$ cat config.mk
export PLATFORM = sky130hd
export DESIGN_NAME = run_length_byte_decoder
export DESIGN_NICKNAME = d
export VERILOG_FILES = /design/src/design/rlbd_pkg.sv /design/src/design/run_length_byte_decoder.sv
export SDC_FILE = /design/constraint.sdc
export NUM_CORES = 1
export LEC_CHECK = 0
export BUFFER_PORTS_ARGS = -buffer_cell sky130_fd_sc_hd__buf_2
export CORE_MARGIN = 4
export CORE_UTILIZATION = 55
export DETAILED_ROUTE_END_ITERATION = 10
export PLACE_DENSITY = 0.77
export SLEW_MARGIN = 0
export SYNTH_ARGS = -nofsm -noshare
export SYNTH_HDL_FRONTEND = slang
export SYNTH_SLANG_ARGS = --single-unit
$ cat constraint.sdc
create_clock -name clock -period 4.15 [get_ports clock]
set_clock_uncertainty 0.05 [all_clocks]
set_input_delay 0 -clock clock [delete_from_list [all_inputs] [get_ports clock]]
set_output_delay 0 -clock clock [all_outputs]
set_load 0.01 [all_outputs]
$ cat src/design/rlbd_pkg.sv
// Shared types and constants for the run-length byte decoder.
package rlbd_pkg;

   localparam int unsigned FRAME_SIZE_W            = 17;
   localparam int unsigned MAX_FRAME_BYTES_DEFAULT = 65536;
   localparam int unsigned BYTE_W                  = 8;
   localparam int unsigned COUNT_MASK              = 127;

   localparam logic [1:0] STATUS_OK       = 2'd0;
   localparam logic [1:0] STATUS_OVERFLOW = 2'd1;
   localparam logic [1:0] STATUS_TRUNC    = 2'd2;
   localparam logic [1:0] STATUS_MISMATCH = 2'd3;

   typedef struct packed {
      logic [BYTE_W-1:0] in_byte;
      logic              last_byte;
   } req_word_type;

   typedef struct packed {
      logic [BYTE_W-1:0] value;
      logic [BYTE_W-1:0] repeat_res;
      logic              done_res;
      logic [1:0]        status;
   } rsp_word_type;

endpackage

$ cat src/design/run_length_byte_decoder.sv
// Run-length byte decoder: top level with decode state, result register and skid stage.
//
// Usage:
//   req channel carries one compressed byte a word, with a last-byte flag.
//   rsp channel carries at most one decoded word per input byte: a value with a
//   repeat count (1..128 for data, 0 for none), and done/status on the last byte.
//   csr_write_enable/csr_write_data load the expected frame size in bytes.
// Timing:
//   One input byte is taken every clock while req_stall is low. The decode of a
//   byte is done between the req handshake and the result register (or the skid
//   register while rsp is stalled). Command bytes that are not last give no word.
// Stalling:
//   A two-deep output stage (result register plus skid register) takes one more
//   result while rsp is stalled; req_stall rises only while the skid is full.
// Reset:
//   Synchronous reset clears the decode state, the frame size and both output
//   stages; the first byte after reset is read as a command byte. After each
//   last byte the decode state clears again for the next stream.
module run_length_byte_decoder
   import rlbd_pkg::*;
#(
   parameter int unsigned MAX_FRAME_BYTES = MAX_FRAME_BYTES_DEFAULT
) (
   input  logic                    clock,
   input  logic                    reset,
   input  logic                    req_valid,
   output logic                    req_stall,
   input  req_word_type            req_word,
   output logic                    rsp_valid,
   input  logic                    rsp_stall,
   output rsp_word_type            rsp_word,
   input  logic                    csr_write_enable,
   input  logic [FRAME_SIZE_W-1:0] csr_write_data
);

   localparam int unsigned CNT_W  = $clog2(MAX_FRAME_BYTES + 1);
   localparam int unsigned WIDE_W = (CNT_W > FRAME_SIZE_W) ? CNT_W : FRAME_SIZE_W;
   localparam int unsigned SUM_W  = ((CNT_W > BYTE_W) ? CNT_W : BYTE_W) + 1;

   typedef enum logic [1:0] {
      PH_CMD,
      PH_RUN,
      PH_LIT
   } phase_type;

   logic [FRAME_SIZE_W-1:0] frame_size_ff;
   phase_type               phase_ff, phase_in;
   logic [BYTE_W-1:0]       literal_left_ff, literal_left_in;
   logic [BYTE_W-1:0]       run_length_ff, run_length_in;
   logic [CNT_W-1:0]        bytes_out_ff, bytes_out_in;
   logic                    error_ff, error_in;

   logic                    out_valid_ff;
   rsp_word_type            out_word_ff;
   logic                    skid_valid_ff;
   rsp_word_type            skid_word_ff;

   logic                    accept;
   logic [WIDE_W-1:0]       fs_wide;
   logic [WIDE_W-1:0]       max_wide;
   logic [CNT_W-1:0]        limit;
   logic [BYTE_W-1:0]       count;
   logic [SUM_W-1:0]        total;
   logic [BYTE_W-1:0]       data_val;
   logic [BYTE_W-1:0]       data_rep;
   logic                    res_valid;
   rsp_word_type            res_word;
   logic                    out_free;

   assign req_stall = skid_valid_ff;
   assign accept    = req_valid && !req_stall;
   assign rsp_valid = out_valid_ff;
   assign rsp_word  = out_word_ff;
   assign out_free  = !out_valid_ff || !rsp_stall;

   // limit = frame size capped at the largest frame
   assign fs_wide  = WIDE_W'(frame_size_ff);
   assign max_wide = WIDE_W'(MAX_FRAME_BYTES);
   assign limit    = (fs_wide > max_wide) ? CNT_W'(max_wide) : CNT_W'(fs_wide);

   assign count = (req_word.in_byte & BYTE_W'(COUNT_MASK)) + BYTE_W'(1);
   assign total = SUM_W'(bytes_out_ff) + SUM_W'(count);

   always_comb begin
      phase_in        = phase_ff;
      literal_left_in = literal_left_ff;
      run_length_in   = run_length_ff;
      bytes_out_in    = bytes_out_ff;
      error_in        = error_ff;
      data_val        = '0;
      data_rep        = '0;
      if (!error_ff) begin
         case (phase_ff)
            PH_RUN: begin
               data_val      = req_word.in_byte;
               data_rep      = run_length_ff;
               bytes_out_in  = bytes_out_ff + CNT_W'(run_length_ff);
               run_length_in = '0;
               phase_in      = PH_CMD;
            end
            PH_LIT: begin
               data_val     = req_word.in_byte;
               data_rep     = BYTE_W'(1);
               bytes_out_in = bytes_out_ff + CNT_W'(1);
               if (literal_left_ff != '0) begin
                  literal_left_in = literal_left_ff - BYTE_W'(1);
               end
               if (literal_left_in == '0) begin
                  phase_in = PH_CMD;
               end
            end
            default: begin
               if (total > SUM_W'(limit)) begin
                  error_in = 1'b1;
                  phase_in = PH_CMD;
               end else if (req_word.in_byte[BYTE_W-1]) begin
                  run_length_in = count;
                  phase_in      = PH_RUN;
               end else begin
                  literal_left_in = count;
                  phase_in        = PH_LIT;
               end
            end
         endcase
      end

      res_word            = '0;
      res_word.value      = data_val;
      res_word.repeat_res = data_rep;
      res_word.done_res   = req_word.last_byte;
      res_valid           = accept && (req_word.last_byte || data_rep != '0);
      if (req_word.last_byte) begin
         if (error_in) begin
            res_word.status = STATUS_OVERFLOW;
         end else if (phase_in == PH_RUN || phase_in == PH_LIT) begin
            res_word.status = STATUS_TRUNC;
         end else if (bytes_out_in != limit) begin
            res_word.status = STATUS_MISMATCH;
         end else begin
            res_word.status = STATUS_OK;
         end
      end
   end

   always_ff @(posedge clock) begin
      if (reset) begin
         frame_size_ff   <= '0;
         phase_ff        <= PH_CMD;
         literal_left_ff <= '0;
         run_length_ff   <= '0;
         bytes_out_ff    <= '0;
         error_ff        <= 1'b0;
         out_valid_ff    <= 1'b0;
         skid_valid_ff   <= 1'b0;
      end else begin
         if (csr_write_enable) begin
            frame_size_ff <= csr_write_data;
         end
         if (accept) begin
            if (req_word.last_byte) begin
               phase_ff        <= PH_CMD;
               literal_left_ff <= '0;
               run_length_ff   <= '0;
               bytes_out_ff    <= '0;
               error_ff        <= 1'b0;
            end else begin
               phase_ff        <= phase_in;
               literal_left_ff <= literal_left_in;
               run_length_ff   <= run_length_in;
               bytes_out_ff    <= bytes_out_in;
               error_ff        <= error_in;
            end
         end
         // skid full means req is stalled, so no new result arrives then
         if (out_free) begin
            if (skid_valid_ff) begin
               out_valid_ff  <= 1'b1;
               out_word_ff   <= skid_word_ff;
               skid_valid_ff <= 1'b0;
            end else begin
               out_valid_ff <= res_valid;
               out_word_ff  <= res_word;
            end
         end else if (res_valid) begin
            skid_valid_ff <= 1'b1;
            skid_word_ff  <= res_word;
         end
      end
   end

endmodule

; Yosys cells after proc, flatten, opt, wreduce, memory -nomap -nowiden
; Cells that the tools add are included.
[classes]
n_addsub = 5
order_cmp = 2
n_eq_ne = 11
mux = 37
bitwise = 2
reduce_logical = 18
[ops]
columns = operator, count
row1 = 2-to-1 mux 8 bit, 14
row2 = 2-to-1 mux 17 bit, 3
row3 = one-hot mux 8 bit (2 select lines), 3
row4 = one-hot mux 17 bit (2 select lines), 1
row5 = 2-to-1 mux 19 bit, 1
row6 = adder 17 x 8 -> 18 bit, 1
row7 = > comparator 18 x 17 -> 1 bit, 1
row8 = 2-to-1 mux 2 bit, 9
row9 = adder 17 x 1 -> 17 bit (second input constant), 1
row10 = adder 17 x 8 -> 17 bit, 1
row11 = > comparator 17 bit (second input constant), 1
row12 = inequality test 17 bit, 1
row13 = nonzero test 8 bit, 2
row14 = AND reduction 5 bit, 2
row15 = inequality test 3 x 2 -> 1 bit (second input constant), 3
row16 = adder 7 x 1 -> 8 bit (second input constant), 1
row17 = logical NOT 8 bit, 1
row18 = subtractor 8 x 1 -> 8 bit (second input constant), 1
row19 = inequality test 2 bit (second input constant), 3
row20 = 2-to-1 mux 1 bit, 5
row21 = equality test 2 x 1 -> 1 bit (second input constant), 2
row22 = equality test 2 bit (second input constant), 2
row23 = one-hot mux 2 bit (2 select lines), 1
row24 = OR reduction 2 bit, 2
row25 = other kinds (7), 13
[word_totals]
regBits = 93
in_bits = 31

; Depth between registers and ports, before layout
[depth]
ltp_word = 14
mapped_depth = 23

; Worst setup path before layout
; Ideal clock, no wire load.
[synth_path]
kind = reg2reg
from = register bytes_out_ff[0]
to = register literal_left_ff[6]
setup_time_ps = 117
arrival_time_ps = 4238
required_ps = 3983
path_slack_ps = -255
stages_incl_launch_ff = 21
period_less_slack_ps = 4405
cell_sequence = dfxtp_1 > ha_1 > fa_1 > a21o_1 > a21oi_1 > nor2b_1 > o21ai_0 > nand2b_1 > a21o_1 > a21oi_1 > nor3_1 > xor2_1 > ha_1 > nand3_1 > or2_2 > nor3_1 > nand3_1 > a32o_2 > o21a_1 > o41a_4 > a22o_1
[synth_between]
elab_chain_cells = 4
[synth_rtl]
columns = item, line
row1 = from (decl), run_length_byte_decoder.sv:50  ; logic [CNT_W-1:0] bytes_out_ff, bytes_out_in;
row2 = from (signal assigned), run_length_byte_decoder.sv:170  ; bytes_out_ff <= bytes_out_in;
row3 = adder 17 x 8 -> 18 bit, run_length_byte_decoder.sv:82  ; assign total = SUM_W'(bytes_out_ff) + SUM_W'(count);
row4 = > comparator 18 x 17 -> 1 bit, run_length_byte_decoder.sv:113  ; if (total > SUM_W'(limit)) begin
row5 = inequality test 3 x 2 -> 1 bit (no source line), -
row6 = AND reduction 5 bit (no source line), -
row7 = to (signal assigned), run_length_byte_decoder.sv:168  ; literal_left_ff <= literal_left_in;
row8 = to (decl), run_length_byte_decoder.sv:48  ; logic [BYTE_W-1:0] literal_left_ff, literal_left_in;
; No other way between the ends.
; A chain may end at the register's enable or synchronous reset.

; Worst setup path after layout
[layout_path]
from = register bytes_out_ff[0]
to = register literal_left_ff[7]
; Same word-level chain as after synthesis.

==> results.json <==
{
  "fmax_mhz": 233,
  "synth_xor_xnor_area_share": 0.0608,
  "synth_compound_area_frac": 0.186,
  "grt_pass1_wl_um": 27800,
  "startpoint_type": "flop",
  "hold_viol_final": 0,
  "dp_hpwl_um": 12500,
  "worstPathArrival_ns": 4.50,
  "hold_slack_ns": 0.0286,
  "nNetsFinal": 890,
  "drtAntennaViolNets": 0,
  "cts_tree": "done",
  "clockRootBuffer": "clkbuf_16",
  "numCtsBuffers": 9,
  "clk_path_buf_depth": 2,
  "violations": "negative setup slack",
  "synth_top_area_frac": 0.184,
  "drv_cap": 0,
  "die_width_um": 114,
  "swShare": 0.294,
  "first_global_vias": 5553,
  "cpMaxStageDelayCell": "o41a_4",
  "register_area_mm2": 0.00224,
  "core-area_mm2": 0.0109,
  "cp-end-kind": "flop",
  "drt_pre_antenna_iters": 6,
  "p_leak_uw": 0.00338,
  "tns_ns": -1.04,
  "hold_path_class": "input pin to flop",
  "worstPathRequired_ns": 4.36,
  "syn_area_per_cell_um2": 8.70,
  "antenna_found_initial": 0,
  "overflow": 0,
  "vias_per_cell": 5.98,
  "pin_count": 52,
  "setup_viol": 19,
  "crit_path_max_incr_delay_ns": 0.40,
  "ys.flop_type": "dfxtp_1",
  "p_int_uw": 1590,
  "grt_use_total": 0.268,
  "first_iter_violations": 537,
  "tightest_slew_ns": 1.10,
  "power_switching_uw": 663,
  "comb_power_share": 0.190,
  "grt_max_degree": 47,
  "multi_input_area_mm2": 0.00382,
  "num-fill-cells": 865,
  "start_util": 0.567,
  "clkTransAtPathRegs_ns": 0.08,
  "worstSetupPathType": "flop to flop",
  "synth_area_mm2": 0.00620,
  "yosysSeqAreaShare": 0.362,
  "critPathMaxFanout": 7,
  "relSlewSlack": 0.266,
  "cts-htree-levels": 3,
  "p_clk_frac": 0.365,
  "syn_nets": 784,
  "synthArstFlopShare": 0,
  "drc": 0,
  "numPortBuffers": 51,
  "finalCritPeriodShare": 1.04,
  "area_growth_pct": 22.1,
  "synth_top_family_by_area": "simple AND/OR/NAND/NOR gates",
  "path_cells": "ha_4 -> fa_2 -> a21o_1 -> a21oi_2 -> nor2b_1 -> o21ai_1 -> nand2b_1 -> a21o_1 -> a21oi_4 -> nor3_2 -> xor2_1 -> ha_1 -> nand3_2 -> or2_4 -> nor3_2 -> nand3_1 -> a32o_2 -> o21a_1 -> o41a_4 -> a22o_1",
  "row_count": 38,
  "synth_edf_count": 38,
  "finalWorstSetupSlack_ns": -0.147,
  "gp_congestion": 0.959,
  "synthCells": 712,
  "status": "finished with violations",
  "synth_largest_area_cell": "edfxtp_1",
  "dieArea_mm2": 0.0130,
  "ys_types": 68,
  "antennaDiodeCount": 0,
  "rsz0062_at_grt": "yes",
  "period_minus_slack_ns": 4.30,
  "clkLatencyLatePin_ns": 0.36,
  "critPathBufInv": 0,
  "synth.area.top_cells": "edfxtp_1 (18%), dfxtp_1 (18%), ha_1 (7.9%)",
  "wirelength_um": 17100,
  "drive_gt1_frac": 0.192,
  "vias": 5755,
  "final_max_slew_viol_count": 0,
  "yosys_warnings": 0,
  "synthAdderAreaFrac": 0.0852,
  "die_h_um": 114,
  "wire_per_inst_um": 17.7,
  "p_per_area_mw_per_mm2": 299,
  "peakVddDrop_uv": 316,
  "ys_ff_latch": 93,
  "sequentialPowerShare": 0.445,
  "crit_family": "compound AO/OA/AOI/OAI gates",
  "total_power_uw": 2260,
  "muxShareOfSynthArea": 0.0549,
  "synth-simple-area-share": 0.209,
  "clock-sinks": 93
}
## cell families after synthesis
group                      Yosys count
and+or+nand+nor                    269
xor gates and xnor gates            43
adders and majority gates           41
buffers and inverters               69
DFF                                 93
AOI/OAI and AO/OA                  164
muxes                               33
## what timing repair did
item                       in CTS  in global routing
hold buffers                   26                  0
hold endpoints to repair       25                  0
resized for setup              13                  7
pin swaps                       0                 10
setup endpoints to repair      22                 22
setup buffers                   2                  1
## cell usage in the layout (no fill, tap or decap), drive strengths merged, types with 5 or more instances in the layout
master / synthesis / final
buf: 6 / 102
nor2: 87 / 87
nand2: 65 / 65
dfxtp: 55 / 55
inv: 36 / 40
ha: 39 / 39
edfxtp: 38 / 38
a21oi: 37 / 37
o21ai: 31 / 31
xnor2: 28 / 28
dlygate4sd3: 0 / 26
mux2i: 25 / 25
nor2b: 18 / 18
nand3: 18 / 18
nor3: 17 / 17
xor2: 15 / 15
a22o: 14 / 14
a21o: 11 / 11
a22oi: 10 / 10
and2: 9 / 9
nand2b: 9 / 9
clkbuf: 27 / 9
nor4: 9 / 9
and3: 8 / 8
mux2: 8 / 8
nand4: 7 / 7
o31ai: 7 / 7
o22ai: 6 / 6
a211oi: 5 / 5
nor4b: 5 / 5
o211ai: 5 / 5
or2: 5 / 5
a2111oi: 5 / 5
## cells in the mapped netlist (3+ instances only)
| library cell | instances |
|---|---|
| nor3_1 | 17 |
| a21o_1 | 11 |
| a21oi_1 | 37 |
| or2_2 | 5 |
| xor2_1 | 15 |
| nand2b_1 | 9 |
| o22ai_1 | 6 |
| nand3_1 | 18 |
| dfxtp_1 | 55 |
| nor4_1 | 9 |
| clkbuf_1 | 27 |
| nor2_1 | 85 |
| o21a_1 | 3 |
| nand4_1 | 7 |
| or3_1 | 4 |
| mux2i_1 | 25 |
| and2_1 | 9 |
| inv_1 | 36 |
| nor4b_1 | 5 |
| a211oi_1 | 5 |
| edfxtp_1 | 38 |
| a2111oi_0 | 4 |
| nand2_1 | 65 |
| xnor2_1 | 28 |
| ha_1 | 39 |
| o21ai_0 | 30 |
| nor2b_1 | 18 |
| mux2_2 | 8 |
| o211ai_1 | 4 |
| o31ai_1 | 7 |
| o2111ai_1 | 4 |
| and3_1 | 8 |
| buf_1 | 5 |
| a22oi_1 | 10 |
| o211a_1 | 4 |
| a22o_1 | 14 |
## state kept, by name, indices dropped and copies added (netlist names)
register and flops:
bytes_out_ff 17, error_ff 1, frame_size_ff 17, literal_left_ff 8
phase_ff 2, req_stall 1, rsp_valid 1, rsp_word 19
run_length_ff 8, skid_word_ff 19
## through the flow
stage                     cell area, um2  instances  setup WS (ns)  utilization
final                               7560        963         -0.147        0.692
after CTS                           7510        962        -0.0750        0.687
after global routing                7560        963         -0.322        0.692
after global placement              6890        918         -0.220        0.630
after detailed placement            6890        918         -0.361        0.630
after floorplan                     6220        712        0.00904            -
## final timing paths
check / start / endpoint / slack [ns] / cells past startpoint
setup / recovery: bytes_out_ff[0]$_SDFFE_PP0P_ / literal_left_ff[7]$_SDFFE_PP0P_ / -0.15 / 20
hold / removal: req_word[5] / run_length_ff[4]$_SDFFE_PP0P_ / 0.03 / 4
setup reg to reg: bytes_out_ff[0]$_SDFFE_PP0P_ / literal_left_ff[7]$_SDFFE_PP0P_ / -0.15 / 20
hold reg to reg: run_length_ff[3]$_SDFFE_PP0P_ / run_length_ff[3]$_SDFFE_PP0P_ / 0.47 / 1
## worst reg2reg max path, cell delays in order, from the launching register on
cell and delay (ns):
dfxtp_2 0.34, ha_4 0.16, fa_2 0.35, a21o_1 0.20, a21oi_2 0.13, nor2b_1 0.06
o21ai_1 0.12, nand2b_1 0.09, a21o_1 0.19, a21oi_4 0.22, nor3_2 0.08, xor2_1 0.16
ha_1 0.34, nand3_2 0.10, or2_4 0.26, nor3_2 0.10, nand3_1 0.11, a32o_2 0.27
o21a_1 0.21, o41a_4 0.40, a22o_1 0.24
## layer usage
metal	track usage	routed length [um]	vias up
li1	-	-	2793
met1	0.358	7380	2712
met2	0.443	8060	229
met3	0.0492	1360	21
met4	0.0808	284	0
met5	0	0	-
## power groups by stage
stage | registers, uW | clock network [uW] | logic (uW)
floorplan | 1030 | 0 | 240
global placement | 1020 | 0 | 366
detailed placement | 1030 | 0 | 377
CTS | 1000 | 832 | 408
global route | 1010 | 862 | 468
finish | 1010 | 825 | 428
## final cells by class
| type | count | share of cell area |
|---|---|---|
| Clock buffer | 9 | 0.0298 |
| Clock inverter | 7 | 0.00860 |
| Inverter | 36 | 0.0179 |
| Multi-Input combinational cell | 550 | 0.505 |
| Sequential cell | 93 | 0.297 |
| Tap cell | 140 | 0.0232 |
| Timing Repair Buffer | 128 | 0.119 |
Power figures use the tool's default switching activity.
